<file path="config.mk">
export PLATFORM = sky130hd
export DESIGN_NAME = lbpc_front
export DESIGN_NICKNAME = d
export VERILOG_FILES = /design/src/rtl/core/lbpc_pkg.sv /design/src/rtl/core/lbpc_front.sv
export SDC_FILE = /design/constraint.sdc
export NUM_CORES = 2
export LEC_CHECK = 0
export ABC_AREA = 1
export BUFFER_PORTS_ARGS = -buffer_cell sky130_fd_sc_hd__buf_2
export CORE_UTILIZATION = 55
export DETAILED_ROUTE_END_ITERATION = 8
export MAX_ROUTING_LAYER = met4
export PLACE_DENSITY = 0.77
export SLEW_MARGIN = 20
export SYNTH_ARGS = -nofsm -noshare
export SYNTH_HDL_FRONTEND = slang
export SYNTH_SLANG_ARGS = --single-unit
</file>
<file path="constraint.sdc">
create_clock -name aclk -period 8.4 [get_ports aclk]
set_input_delay 0.84 -clock aclk [delete_from_list [all_inputs] [get_ports aclk]]
set_output_delay 0.84 -clock aclk [all_outputs]
set_load 0.02 [all_outputs]
</file>
<file path="src/rtl/core/lbpc_pkg.sv">
// shared types, constants and tables for the lidar beam converter
`timescale 1ns / 1ps
package lbpc_pkg;
    localparam int DEF_MAX_BEAMS     = 4096;
    localparam int DEF_CORDIC_STAGES = 16;
    localparam int MAX_STAGES        = 24;
    localparam int IDX_W             = 12;
    localparam int RNG_W             = 16;
    localparam int ANG_W             = 30;
    localparam int CW                = 36;
    localparam int ZW                = 33;
    localparam int CFG_AW            = 3;
    localparam int CFG_DW            = 24;
    localparam logic [25:0] PHASE_K  = 26'd42722830;
    localparam logic [15:0] GAIN_Q16 = 16'd39797;

    localparam logic [CFG_AW-1:0] REG_START  = 3'd0;
    localparam logic [CFG_AW-1:0] REG_STEP   = 3'd1;
    localparam logic [CFG_AW-1:0] REG_FILT   = 3'd2;
    localparam logic [CFG_AW-1:0] REG_RLOW   = 3'd3;
    localparam logic [CFG_AW-1:0] REG_RHIGH  = 3'd4;
    localparam logic [CFG_AW-1:0] REG_ALOW   = 3'd5;
    localparam logic [CFG_AW-1:0] REG_AHIGH  = 3'd6;
    localparam logic [CFG_AW-1:0] REG_CWMODE = 3'd7;

    // item handed from front to back
    typedef struct packed {
        logic [IDX_W-1:0] idx;
        logic [RNG_W-1:0] rng;
        logic [ZW-1:0]    z;
        logic             neg;
    } lbpc_job_t;

    // arctangent in units of 2^-32 turn
    function automatic logic [29:0] atan_turns(input int i);
        logic [29:0] t;
        unique case (i)
            0: t = 30'd536870912;  1: t = 30'd316933406;  2: t = 30'd167458907;
            3: t = 30'd85004756;   4: t = 30'd42667331;   5: t = 30'd21354465;
            6: t = 30'd10679838;   7: t = 30'd5340245;    8: t = 30'd2670163;
            9: t = 30'd1335087;   10: t = 30'd667544;    11: t = 30'd333772;
            12: t = 30'd166886;   13: t = 30'd83443;     14: t = 30'd41722;
            15: t = 30'd20861;    16: t = 30'd10430;     17: t = 30'd5215;
            18: t = 30'd2608;     19: t = 30'd1304;      20: t = 30'd652;
            21: t = 30'd326;      22: t = 30'd163;       default: t = 30'd81;
        endcase
        return t;
    endfunction
endpackage

</file>
<file path="src/rtl/core/lbpc_front.sv">
// front: beam angle, filtering and phase setup, pipelined in two stages
`timescale 1ns / 1ps
module lbpc_front import lbpc_pkg::*; #(
    parameter int MAX_BEAMS = DEF_MAX_BEAMS
) (
    input  logic                     aclk,
    input  logic                     aresetn,
    input  logic                     in_valid,
    input  logic [IDX_W-1:0]         in_idx,
    input  logic [RNG_W-1:0]         in_rng,
    input  logic                     advance,
    input  logic signed [23:0]       start_angle,
    input  logic signed [16:0]       angle_step,
    input  logic [1:0]               filter_enables,
    input  logic [RNG_W-1:0]         range_low,
    input  logic [RNG_W-1:0]         range_high,
    input  logic signed [23:0]       angle_low,
    input  logic signed [23:0]       angle_high,
    output logic                     out_valid,
    output lbpc_job_t                out_job
);
    // stage 1: angle
    logic                    v1_reg;
    logic [IDX_W-1:0]        i1_reg;
    logic [RNG_W-1:0]        r1_reg;
    logic signed [ANG_W-1:0] a1_reg;
    logic                    ok1;
    // stage 2: filter and phase product
    logic                    v2_reg;
    logic [IDX_W-1:0]        i2_reg;
    logic [RNG_W-1:0]        r2_reg;
    logic signed [56:0]      p2_reg;
    logic                    keep;
    logic [31:0]             ph;
    logic signed [ZW-1:0]    zs, zo;
    logic                    flip;
    logic signed [56:0]      prod;

    assign ok1 = (32'(in_idx) < 32'(MAX_BEAMS));

    always_ff @(posedge aclk) begin
        if (!aresetn) begin
            v1_reg <= 1'b0;
        end else if (advance) begin
            v1_reg <= in_valid && ok1;
        end
        if (advance) begin
            i1_reg <= in_idx;
            r1_reg <= in_rng;
            a1_reg <= ANG_W'(start_angle) + ANG_W'(angle_step * $signed({1'b0, in_idx}));
        end
    end

    // range filter and filter on the unwrapped angle
    always_comb begin
        keep = v1_reg;
        if (filter_enables[0] && (r1_reg < range_low || r1_reg > range_high)) keep = 1'b0;
        if (filter_enables[1] && (a1_reg < ANG_W'(angle_low) || a1_reg > ANG_W'(angle_high)))
            keep = 1'b0;
    end

    assign prod = 57'(a1_reg) * $signed({31'd0, PHASE_K});

    always_ff @(posedge aclk) begin
        if (!aresetn) begin
            v2_reg <= 1'b0;
        end else if (advance) begin
            v2_reg <= keep;
        end
        if (advance) begin
            i2_reg <= i1_reg;
            r2_reg <= r1_reg;
            p2_reg <= prod;
        end
    end

    // fold the phase into the right half plane
    always_comb begin
        ph   = p2_reg[47:16];
        zs   = ZW'($signed(ph));
        flip = 1'b0;
        zo   = zs;
        if (zs >= $signed(ZW'(33'sd1073741824))) begin
            zo = zs - ZW'(33'sd2147483648); flip = 1'b1;
        end else if (zs < -$signed(ZW'(33'sd1073741824))) begin
            zo = zs + ZW'(33'sd2147483648); flip = 1'b1;
        end
    end

    assign out_valid   = v2_reg;
    assign out_job.idx = i2_reg;
    assign out_job.rng = r2_reg;
    assign out_job.z   = zo;
    assign out_job.neg = flip;
endmodule

</file>
==> impl_metrics.csv <==
group,metric,value,unit
status,status,"complete, no violations",
clock_network,clock_sinks,120,
floorplanning,die_h,226,um
global_route,grt_use_total,0.290,
worst_setup_path,critPathKind,"register to register",
worst_setup_path,cp.required,8590,ps
min_path,hold_class,"register to register",
sta,tns,0,ps
detailed_routing,antenna_left,0,
synthesis,yosys.area.top_type_share,0.372,
worst_setup_path,reg2reg_setup_slack,1930,ps
clock_network,cts.repair.resized,0,
floorplanning,pin_count,218,
clock_network,insertion_delay,450,ps
synthesis,yosys_most_used_dff,"edfxtp_1",
synthesis,synth-simple-area-share,0.0961,
worst_setup_path,r2r_end,"p2_reg[46]",
detailed_routing,firstDrtPassIters,6,
global_route,antenna_found_initial,2,
sta,slew_viol_final,0,
detailed_routing,viasPerCell,5.12,
sta,timing.fmax,0.155,GHz
synthesis,ys_ff_latch,120,
finish,syn2layout_area_growth,7.89,%
floorplanning,fp-row-count,81,
min_path,hold_path_end,"i2_reg[5]",
worst_setup_path,cp-start-kind,"register",
min_path,min_from,"i1_reg[5]",
worst_setup_path,cp_common_cell,"inv_1",
clock_network,cts_tree,"built",
synthesis,synth_nets,4140,
global_route,grt_max_degree,73,
min_path,holdPathStages,0,
detailed_routing,via_count,20100,
worst_setup_path,worstPathArrival,6660,ps
global_route,grt_remaining_overflow,0,
clock_network,cts-root-buf,"clkbuf_16",
global_route,grt_pass1_wl,109000,um
sta,hold_violations,0,
finish,largest_reg_flops,32,
sta,rsz0062_at_grt,"no",
synthesis,synthXorXnorAreaFrac,0.0275,
sta,finClkSkew,9.18,ps
synthesis,synth_compound_area_frac,0.0477,
sta,maxSlewHeadroom,0.341,
clock_network,clk_pin_slew,60,ps
sta,worst_pin_slew,989,ps
detailed_routing,routed_wl,68400,um
clock_network,cts_buffers,17,
finish,mostFrequentLayoutCell,"inv_1",
synthesis,seq_area_frac_synth,0.129,
synthesis,avgSynthCellArea,8.98,um2
synthesis,netlist.top_cell.by_area,"fa_1",
synthesis,ys_types,45,
clock_network,cts_setup_buffers,0,
worst_setup_path,cp_cell_sequence,"inv_1 > fa_1 > inv_1 > fa_1 > ha_1 > inv_1 > fa_1 > inv_1 > fa_1 > fa_1 > inv_1 > fa_1 > inv_1 > ha_1 > nand2_1 > inv_1 > a21oi_1 > o21ai_0 > o21ai_0 > nand3_1 > xor2_1",
worst_setup_path,critPathMaxStageDelay,670,ps
placement,routabilityCongestion,1.10,
run,max-cap-violations,0,
synthesis,netlist_instances,3084,
synthesis,yosys_warnings,0,
clock_network,cts_max_level,4,
synthesis,yosys-top-cells-area,"fa_1 37%, ha_1 17%, inv_1 14%",
sta,setup_viol,0,
synthesis,synthMuxAreaShare,0,
finish,final_cell_mix,"1,010 x inv_1, 514 x fa_1, 458 x nand2_1",
worst_setup_path,cpMaxStageDelayCell,"edfxtp_1",
synthesis,synth-edff-count,118,
floorplanning,die_w,226,um
finish,drive_gt1_frac,0.0868,
finish,nets,4305,
floorplanning,initial_utilization,0.562,
sta,period_needed,6470,ps
worst_setup_path,r2r_cells,21,
worst_setup_path,cp-end-kind,"register",
placement,dpl.hpwl,59600,um
detailed_routing,wl_per_cell,17.4,um
floorplanning,dieArea,0.0512,mm2
worst_setup_path,crit_path_max_fanout,8,
synthesis,synthAdderAreaFrac,0.547,
detailed_routing,drtIter0Drc,1244,
synthesis,synth_top_family_by_area,"adder cells",
clock_network,cts.path.max_buffers,2,
sta,min_period_over_period,0.770,
placement,portBuffers,217,
clock_network,hold_buffers,0,
global_route,grt_pass1_vias,21100,
detailed_routing,post-route-drc-count,0,
floorplanning,core_area,0.0493,mm2
synthesis,ys_async_sr_fraction,0,
synthesis,syn_area,0.0277,mm2
worst_setup_path,worstReg2RegStart,"a1_reg[9]",
==> per-stage QoR <==
stage	cells	worst slack [ps]	utilization	hold slack [ps]	cell area [um2]
2_1_floorplan	3084	1960	-	400	27700
3_3_place_gp	3894	1770	0.594	401	29200
3_5_place_dp	3894	1710	0.594	405	29200
4_1_cts	3926	1990	0.606	415	29900
5_1_grt	3928	1640	0.606	420	29900
6_report	3928	1930	0.606	417	29900
==> kinds of logic after synthesis <==
kind of cell,after synthesis
AOI/OAI and AO/OA,233
xor gates and xnor gates,87
adders and majority gates,901
buffers and inverters,1094
DFF,120
and+or+nand+nor,649
==> critical path, delay by kind of cell (launching register included) <==
family                   cells  cell delay [ps]
adder cells (fa/ha/maj)      8             3620
AO/OA/AOI/OAI                3              780
buffers and inverters        7              670
flip-flops                   1              670
AND/OR/NAND/NOR              2              310
XOR/XNOR                     1              160
==> Yosys cell counts (all sizes together) (10+ instances only) <==
cell and instances:
inv 1017, fa 514, nand2 465, ha 387, edfxtp 118, a21oi 113, nor2 104, xor2 59
o21ai 58, clkbuf 43, nand3 40, buf 33, xnor2 28, a21o 21, nand4 19, a31oi 12
o21bai 10
==> worst max path at each step <==
stage | from | end
2_1_floorplan | in_idx[1] | a1_reg[26]
3_3_place_gp | in_idx[1] | a1_reg[26]
3_5_place_dp | in_idx[1] | a1_reg[28]
4_1_cts | a1_reg[9] | p2_reg[43]
5_1_grt | a1_reg[2] | p2_reg[37]
6_report | a1_reg[9] | p2_reg[46]
==> metal layers <==
| metal | wire length [um] | track usage | vias up | part of all wire |
|---|---|---|---|---|
| met5 | 0 | - | - | 0 |
| met1 | 27700 | 0.356 | 9918 | 0.41 |
| met4 | 2140 | 0.0963 | 0 | 0.031 |
| li1 | - | - | 9411 | - |
| met2 | 34400 | 0.492 | 652 | 0.50 |
| met3 | 4090 | 0.0411 | 131 | 0.060 |
==> final cells by class <==
type / instances / area [um2]
diodes: 2 / 5.00
clock buffers: 18 / 429
clock inverters: 14 / 199
fillers: 4304 / 19400
inverters: 1018 / 3820
multi-input cells: 1870 / 19900
flip-flops and latches: 120 / 3580
well taps: 664 / 831
repair buffers: 222 / 1130
Power is not shown: default switching activity piles up to over one toggle a cycle in this logic, so the estimate is an artifact.
