--- config.mk ---
export PLATFORM = sky130hd
export DESIGN_NAME = lbpc_queue
export DESIGN_NICKNAME = d
export VERILOG_FILES = /design/src/rtl/core/lbpc_pkg.sv /design/src/rtl/core/lbpc_queue.sv
export SDC_FILE = /design/constraint.sdc
export NUM_CORES = 1
export LEC_CHECK = 0
export BUFFER_PORTS_ARGS = -buffer_cell sky130_fd_sc_hd__buf_2
export CORE_AREA = 2 2 236 122
export CTS_CLUSTER_SIZE = 14
export DETAILED_ROUTE_END_ITERATION = 10
export DIE_AREA = 0 0 238 124
export PLACE_DENSITY = 0.51
export SLEW_MARGIN = 20
export SYNTH_ARGS = -nofsm -noshare
export SYNTH_HDL_FRONTEND = slang
export SYNTH_SLANG_ARGS = --single-unit
--- constraint.sdc ---
create_clock -name aclk -period 3.61 [get_ports aclk]
set_clock_uncertainty 0.1 [all_clocks]
set_input_delay 0.722 -clock aclk [delete_from_list [all_inputs] [get_ports aclk]]
set_output_delay 0.722 -clock aclk [all_outputs]
set_load 0.05 [all_outputs]
--- src/rtl/core/lbpc_pkg.sv ---
// shared types, constants and tables for the lidar beam converter
`timescale 1ns / 1ps
package lbpc_pkg;
    localparam int DEF_MAX_BEAMS     = 4096;
    localparam int DEF_CORDIC_STAGES = 16;
    localparam int MAX_STAGES        = 24;
    localparam int IDX_W             = 12;
    localparam int RNG_W             = 16;
    localparam int ANG_W             = 30;
    localparam int CW                = 36;
    localparam int ZW                = 33;
    localparam int CFG_AW            = 3;
    localparam int CFG_DW            = 24;
    localparam logic [25:0] PHASE_K  = 26'd42722830;
    localparam logic [15:0] GAIN_Q16 = 16'd39797;

    localparam logic [CFG_AW-1:0] REG_START  = 3'd0;
    localparam logic [CFG_AW-1:0] REG_STEP   = 3'd1;
    localparam logic [CFG_AW-1:0] REG_FILT   = 3'd2;
    localparam logic [CFG_AW-1:0] REG_RLOW   = 3'd3;
    localparam logic [CFG_AW-1:0] REG_RHIGH  = 3'd4;
    localparam logic [CFG_AW-1:0] REG_ALOW   = 3'd5;
    localparam logic [CFG_AW-1:0] REG_AHIGH  = 3'd6;
    localparam logic [CFG_AW-1:0] REG_CWMODE = 3'd7;

    // item handed from front to back
    typedef struct packed {
        logic [IDX_W-1:0] idx;
        logic [RNG_W-1:0] rng;
        logic [ZW-1:0]    z;
        logic             neg;
    } lbpc_job_t;

    // arctangent in units of 2^-32 turn
    function automatic logic [29:0] atan_turns(input int i);
        logic [29:0] t;
        unique case (i)
            0: t = 30'd536870912;  1: t = 30'd316933406;  2: t = 30'd167458907;
            3: t = 30'd85004756;   4: t = 30'd42667331;   5: t = 30'd21354465;
            6: t = 30'd10679838;   7: t = 30'd5340245;    8: t = 30'd2670163;
            9: t = 30'd1335087;   10: t = 30'd667544;    11: t = 30'd333772;
            12: t = 30'd166886;   13: t = 30'd83443;     14: t = 30'd41722;
            15: t = 30'd20861;    16: t = 30'd10430;     17: t = 30'd5215;
            18: t = 30'd2608;     19: t = 30'd1304;      20: t = 30'd652;
            21: t = 30'd326;      22: t = 30'd163;       default: t = 30'd81;
        endcase
        return t;
    endfunction
endpackage

--- src/rtl/core/lbpc_queue.sv ---
// short request queue between front and back
`timescale 1ns / 1ps
module lbpc_queue import lbpc_pkg::*; (
    input  logic      aclk,
    input  logic      aresetn,
    input  logic      wr_en,
    input  lbpc_job_t wr_data,
    input  logic      rd_en,
    output logic      empty,
    output logic [2:0] count,
    output lbpc_job_t rd_data
);
    lbpc_job_t  mem_reg [4];
    logic [1:0] wp_reg, rp_reg;
    logic [2:0] cnt_reg;

    always_ff @(posedge aclk) begin
        if (!aresetn) begin
            wp_reg <= '0; rp_reg <= '0; cnt_reg <= '0;
        end else begin
            if (wr_en) wp_reg <= wp_reg + 2'd1;
            if (rd_en) rp_reg <= rp_reg + 2'd1;
            cnt_reg <= cnt_reg + 3'(wr_en) - 3'(rd_en);
        end
        if (wr_en) mem_reg[wp_reg] <= wr_data;
    end

    assign rd_data = mem_reg[rp_reg];
    assign empty   = (cnt_reg == 3'd0);
    assign count   = cnt_reg;
endmodule

==> results of run 1 <==
final timing paths:
kind                from        endpoint  slack, ns  depth (start not counted)
max                 flop     rd_data[22]       0.48                          3
max reg2reg    wp_reg[0]  mem_reg[0][30]       1.65                          4
min          wr_data[14]  mem_reg[1][14]       0.32                          1
min reg2reg    rp_reg[1]            flop       0.45                          2
where the power goes:
| part | switching, mW | internal, mW | leakage, nW | total (mW) |
|---|---|---|---|---|
| logic | 0.686 | 0.309 | 1.07 | 0.995 |
| clock network | 1.02 | 1.40 | 0.369 | 2.42 |
| registers | 0.0646 | 3.43 | 2.35 | 3.49 |
| total | 1.77 | 5.14 | 3.79 | 6.91 |
per-layer routing:
| layer | up-vias | routed length, um |
|---|---|---|
| met4 | 0 | 306 |
| li1 | 1859 | - |
| met2 | 109 | 8610 |
| met5 | - | 0 |
| met3 | 27 | 1070 |
| met1 | 2246 | 8120 |
metrics by stage:
step / hold WS [ns] / cell area, sq um / instances / utilization (%)
floorplan: 0.399 / 9450 / 366 / -
global placement: 0.405 / 10500 / 852 / 38.6
detailed placement: 0.430 / 10500 / 852 / 38.6
CTS: 0.291 / 11300 / 893 / 41.3
global route: 0.298 / 11300 / 893 / 41.3
finish: 0.321 / 11300 / 894 / 41.3
area by class of cell:
class,instances,area [sq um],area share [%]
antenna,1,2.50,0.0222
clock buffer,29,641,5.67
clock inverter,12,108,0.953
inverter,7,26.3,0.233
multi-input combinational,88,1640,14.6
sequential,257,7630,67.6
tap,360,450,3.99
timing repair buffer,140,786,6.96
cell families after synthesis:
group / after synthesis / share of synthesized area [%]
AO/OA/AOI/OAI: 2 / 0.159
XOR/XNOR: 3 / 0.437
adder cells (fa/ha/maj): 7 / 1.01
buffers and inverters: 21 / 2.03
flip-flops: 257 / 80.7
multiplexers: 63 / 15.0
AND/OR/NAND/NOR: 13 / 0.728
cell usage in the layout, fill, tap and decap left out:
| master | n |
|---|---|
| mux2i_1 | 1 |
| inv_1 | 7 |
| and2_4 | 4 |
| clkinv_4 | 1 |
| nor3_1 | 1 |
| nor2_1 | 5 |
| mux4_2 | 60 |
| buf_4 | 4 |
| xnor2_1 | 2 |
| dfxtp_4 | 2 |
| ha_1 | 6 |
| clkinv_2 | 4 |
| fa_1 | 1 |
| mux4_1 | 2 |
| bufinv_16 | 2 |
| and2_1 | 2 |
| buf_2 | 131 |
| clkinv_1 | 5 |
| clkbuf_16 | 25 |
| xor3_1 | 1 |
| a21bo_2 | 1 |
| nand3b_1 | 1 |
| a21oi_1 | 1 |
| buf_12 | 5 |
| dfxtp_1 | 7 |
| clkbuf_1 | 4 |
| diode_2 | 1 |
| edfxtp_1 | 248 |
==> results.cfg, run 1 <==
[synth]
yosysUniqueCellTypes = 20
synthTopCellsByArea = edfxtp_1 79%, mux4_2 14%, dfxtp_1 1.9%
synth_cells = 366
syn_area_sq_um = 9450
ys_seq_elements = 257
synth_common_cells = 248 x edfxtp_1, 60 x mux4_2, 9 x dfxtp_1, 7 x inv_1
yosys.area.top_type_share_pct = 78.8
synth_nets = 439
synth.most_common_cell = edfxtp_1
synth_warnings = 0
async_flop_share_pct = 0
syn_avg_cell_area_sq_um = 25.8
ys.flop_type = edfxtp_1
synth_edf_count = 248
yosys.area.top_type = edfxtp_1
ys_seq_area_share_pct = 80.7

[setup_path]
cp_top_family = flip-flops
cpPeakStageDelay_ns = 0.67
endpoint_kind = output pin
cp_slowest_cell = dfxtp_4
crit_buf_inv = 2
worstSetupStartpointType = flop
required_ns = 2.79
setup.worst_path.class = reg -> out
cp_data_arrival_time_ns = 2.30
cp_max_fo = 24
crit_path_cell_trace = buf_12, mux4_2, buf_2

[die]
die_w_um = 238
rows = 43
die_area_sq_um = 29500
coreArea_sq_um = 27300
ios = 132
initial_utilization_pct = 34.6
die_h_um = 124

[timing]
min_period_ns = 3.13
slew_headroom_pct = 51.5
finalHoldViolCount = 0
setup_slack_ns = 0.485
setup_viol = 0
slew_violations = 0
timing.final.crit_share_pct = 86.6
rsz0062_at_grt = false
clock.fmax_mhz = 320
worst_slew_pin_slew_ns = 0.728
timing.setup.tns_ns = 0

[layout]
fillers = 2414
final_nets = 592
largest_reg_flops = 248
syn2layout_area_growth_pct = 19.5
drive_above_1_share_pct = 44.8

[flow_run]
max_cap_viol_count = 0

[drt]
vias = 4241
vias_per_cell = 4.74
first_iter_violations = 259
wirelength_mm = 18.1
post-route-drc-count = 0
firstDrtPassIters = 7
ant_nets = 0
wl_per_cell_um = 20.3

[global_route]
grtUsageMet2_pct = 20.2
overflow = 0
top_usage_layer = met2
grt_max_degree = 44
use_met3_pct = 3.41
grt_pass1_wl_mm = 27.0
antenna_found_initial = 0
grt_pass1_vias = 4478
met1_usage_pct = 17.0
grt_use_total_pct = 12.4

[clock_tree]
cts-root-buf = clkbuf_16
htreeDepth = 1
ctsResizeCount = 0
numCtsBuffers = 25
clock_sink_count = 257
cts_tree = yes
worst_skew_pair.late_latency_ns = 0.51
path_clk_slew_ns = 0.06
cts_setup_buffers = 0
clockBufferDepth = 3
postCtsHoldBufs = 0

[place]
post-place-ws_ns = 0.957
hpwl_mm = 11.0
routabilityCongestion = 0.671
port_buffers = 131

[outcome]
status = complete, no violations

[power]
power.density_nw_per_um2 = 612
finalPower_mw = 6.91
vdd.ir_drop.worst_mv = 0.285
leakagePower_nw = 3.79

[worst_hold_path]
holdCritPathClass = in -> reg
Note: power is estimated with default switching activity, not from simulation.
==> inputs of run 2 (changes only) <==
--- a/config.mk
+++ b/config.mk
@@ -6,11 +6,11 @@
 export NUM_CORES = 1
 export LEC_CHECK = 0
 export BUFFER_PORTS_ARGS = -buffer_cell sky130_fd_sc_hd__buf_2
-export CORE_AREA = 2 2 236 122
+export CORE_AREA = 2 2 208 108
 export CTS_CLUSTER_SIZE = 14
 export DETAILED_ROUTE_END_ITERATION = 10
-export DIE_AREA = 0 0 238 124
-export PLACE_DENSITY = 0.51
+export DIE_AREA = 0 0 210 110
+export PLACE_DENSITY = 0.62
 export SLEW_MARGIN = 20
 export SYNTH_ARGS = -nofsm -noshare
 export SYNTH_HDL_FRONTEND = slang
==> run 2 against run 1 <==
Compared with the run above:
- final area shrank 2.1%
- fmax up 6.8%
- power shrank 4.2%
- sequential power hardly changed
- utilization rose by 11 points
- worst hold slack improved by 0.0042 ns
- highest routed layer unchanged
- worst setup slack improved by 0.20 ns
- critical endpoint is now rd_data[29]
==> results.cfg, run 2 (synthesis gave the netlist of run 1 again) <==
[outcome]
status = complete, no violations

[layout]
drive_above_1_share_pct = 43.4
fillers = 1676
final_nets = 588
final_cell_mix = 248 x edfxtp_1, 131 x buf_2, 60 x mux4_2, 23 x clkbuf_16, 8 x clkbuf_1
syn2layout_area_growth_pct = 16.9
final_common_cell = edfxtp_1
multi_input_area_sq_um = 1640
regArea_sq_um = 7630
largest_reg_flops = 248

[power]
vdd.ir_drop.worst_mv = 0.351
power.density_nw_per_um2 = 599
leakagePower_nw = 3.71
finalPower_mw = 6.62

[place]
hpwl_mm = 10.3
routabilityCongestion = 0.707
port_buffers = 131

[drt]
vias_per_cell = 5.17
met2_length_mm = 8.00
wl_met3_mm = 1.15
ant_nets = 0
wirelength_mm = 17.1
firstDrtPassIters = 4
first_iter_violations = 257
wl_per_cell_um = 21.2
wl_met1_mm = 7.79
vias = 4190
post-route-drc-count = 0
dr.max_layer_used = met4

[die]
rows = 38
ios = 132
initial_utilization_pct = 44.5
die_h_um = 110
die_w_um = 210
coreArea_sq_um = 21300
die_area_sq_um = 23100

[clock_tree]
numCtsBuffers = 23
ctsResizeCount = 0
cts_setup_buffers = 0
worst_skew_pair.late_latency_ns = 0.50
postCtsHoldBufs = 0
path_clk_slew_ns = 0.06
clock_sink_count = 257
htreeDepth = 1
clockBufferDepth = 3
cts-root-buf = clkbuf_16
cts_tree = yes

[timing]
timing.setup.tns_ns = 0
setup_viol = 0
clock.fmax_mhz = 342
slew_violations = 0
min_period_ns = 2.93
timing.final.crit_share_pct = 81.0
slew_headroom_pct = 36.4
finalHoldViolCount = 0
rsz0062_at_grt = false
worst_slew_pin_slew_ns = 0.954

[setup_path]
cp_slowest_cell = dfxtp_4
cpPeakStageDelay_ns = 0.67
crit_path_cell_trace = buf_4, mux4_2, buf_2
setup.worst_path.class = reg -> out
worstSetupStartpointType = flop
cp_data_arrival_time_ns = 2.10
cp_max_fo = 31
required_ns = 2.79
endpoint_kind = output pin

[global_route]
grt_max_degree = 63
antenna_found_initial = 2
overflow = 0
grt_use_total_pct = 15.3
grt_pass1_vias = 4474
grt_pass1_wl_mm = 25.9

[worst_hold_path]
holdCritPathClass = in -> reg

[flow_run]
max_cap_viol_count = 0
run 2: cell types whose count changed in the layout (fill, tap and decap cells not counted), sizes merged:
cell,delta
buf,-2
clkinv,-3
bufinv,-2
clkbuf,+2
diode,+1
run 2: power by group:
part           switching [mW]  internal [mW]
Combinational           0.692          0.309
Clock                   0.972           1.17
Sequential             0.0510           3.43
run 2: per-layer routing:
metal,global-route usage (%),up-vias
met5,0,-
met4,2.68,0
met3,4.87,23
met2,24.5,113
met1,21.3,2195
li1,-,1859
run 2: metrics by stage:
step,instance area (sq um),cells,utilization (%),hold WS (ns),worst slack [ns]
floorplan,9450,366,-,0.399,0.900
global placement,10400,770,49.0,0.400,1.18
detailed placement,10400,770,49.0,0.437,1.16
CTS,11000,808,52.0,0.298,0.614
global route,11000,808,52.0,0.303,0.547
finish,11100,810,52.0,0.325,0.685
run 2: final cells by class:
class	count	share of cell area, %
inverters	7	0.238
repair buffers	138	6.86
diodes	2	0.0453
flip-flops and latches	257	69.1
multi-input cells	88	14.9
clock buffers	31	5.48
well taps	280	3.17
clock inverters	7	0.249
run 2: critical path: cells and delay by family, from the launching register on:
kind,cells,cell delay [ns]
flip-flops,1,0.67
buffers and inverters,2,0.56
multiplexers,1,0.35
run 2: path summary, 6_finish.rpt:
check	startpoint	end	slack, ns	cells past startpoint
hold reg to reg	rp_reg[1]	flop	0.45	2
setup / recovery	flop	rd_data[29]	0.68	3
setup reg to reg	wp_reg[0]	mem_reg[2][20]	1.72	3
hold / removal	wr_data[8]	mem_reg[3][8]	0.32	1
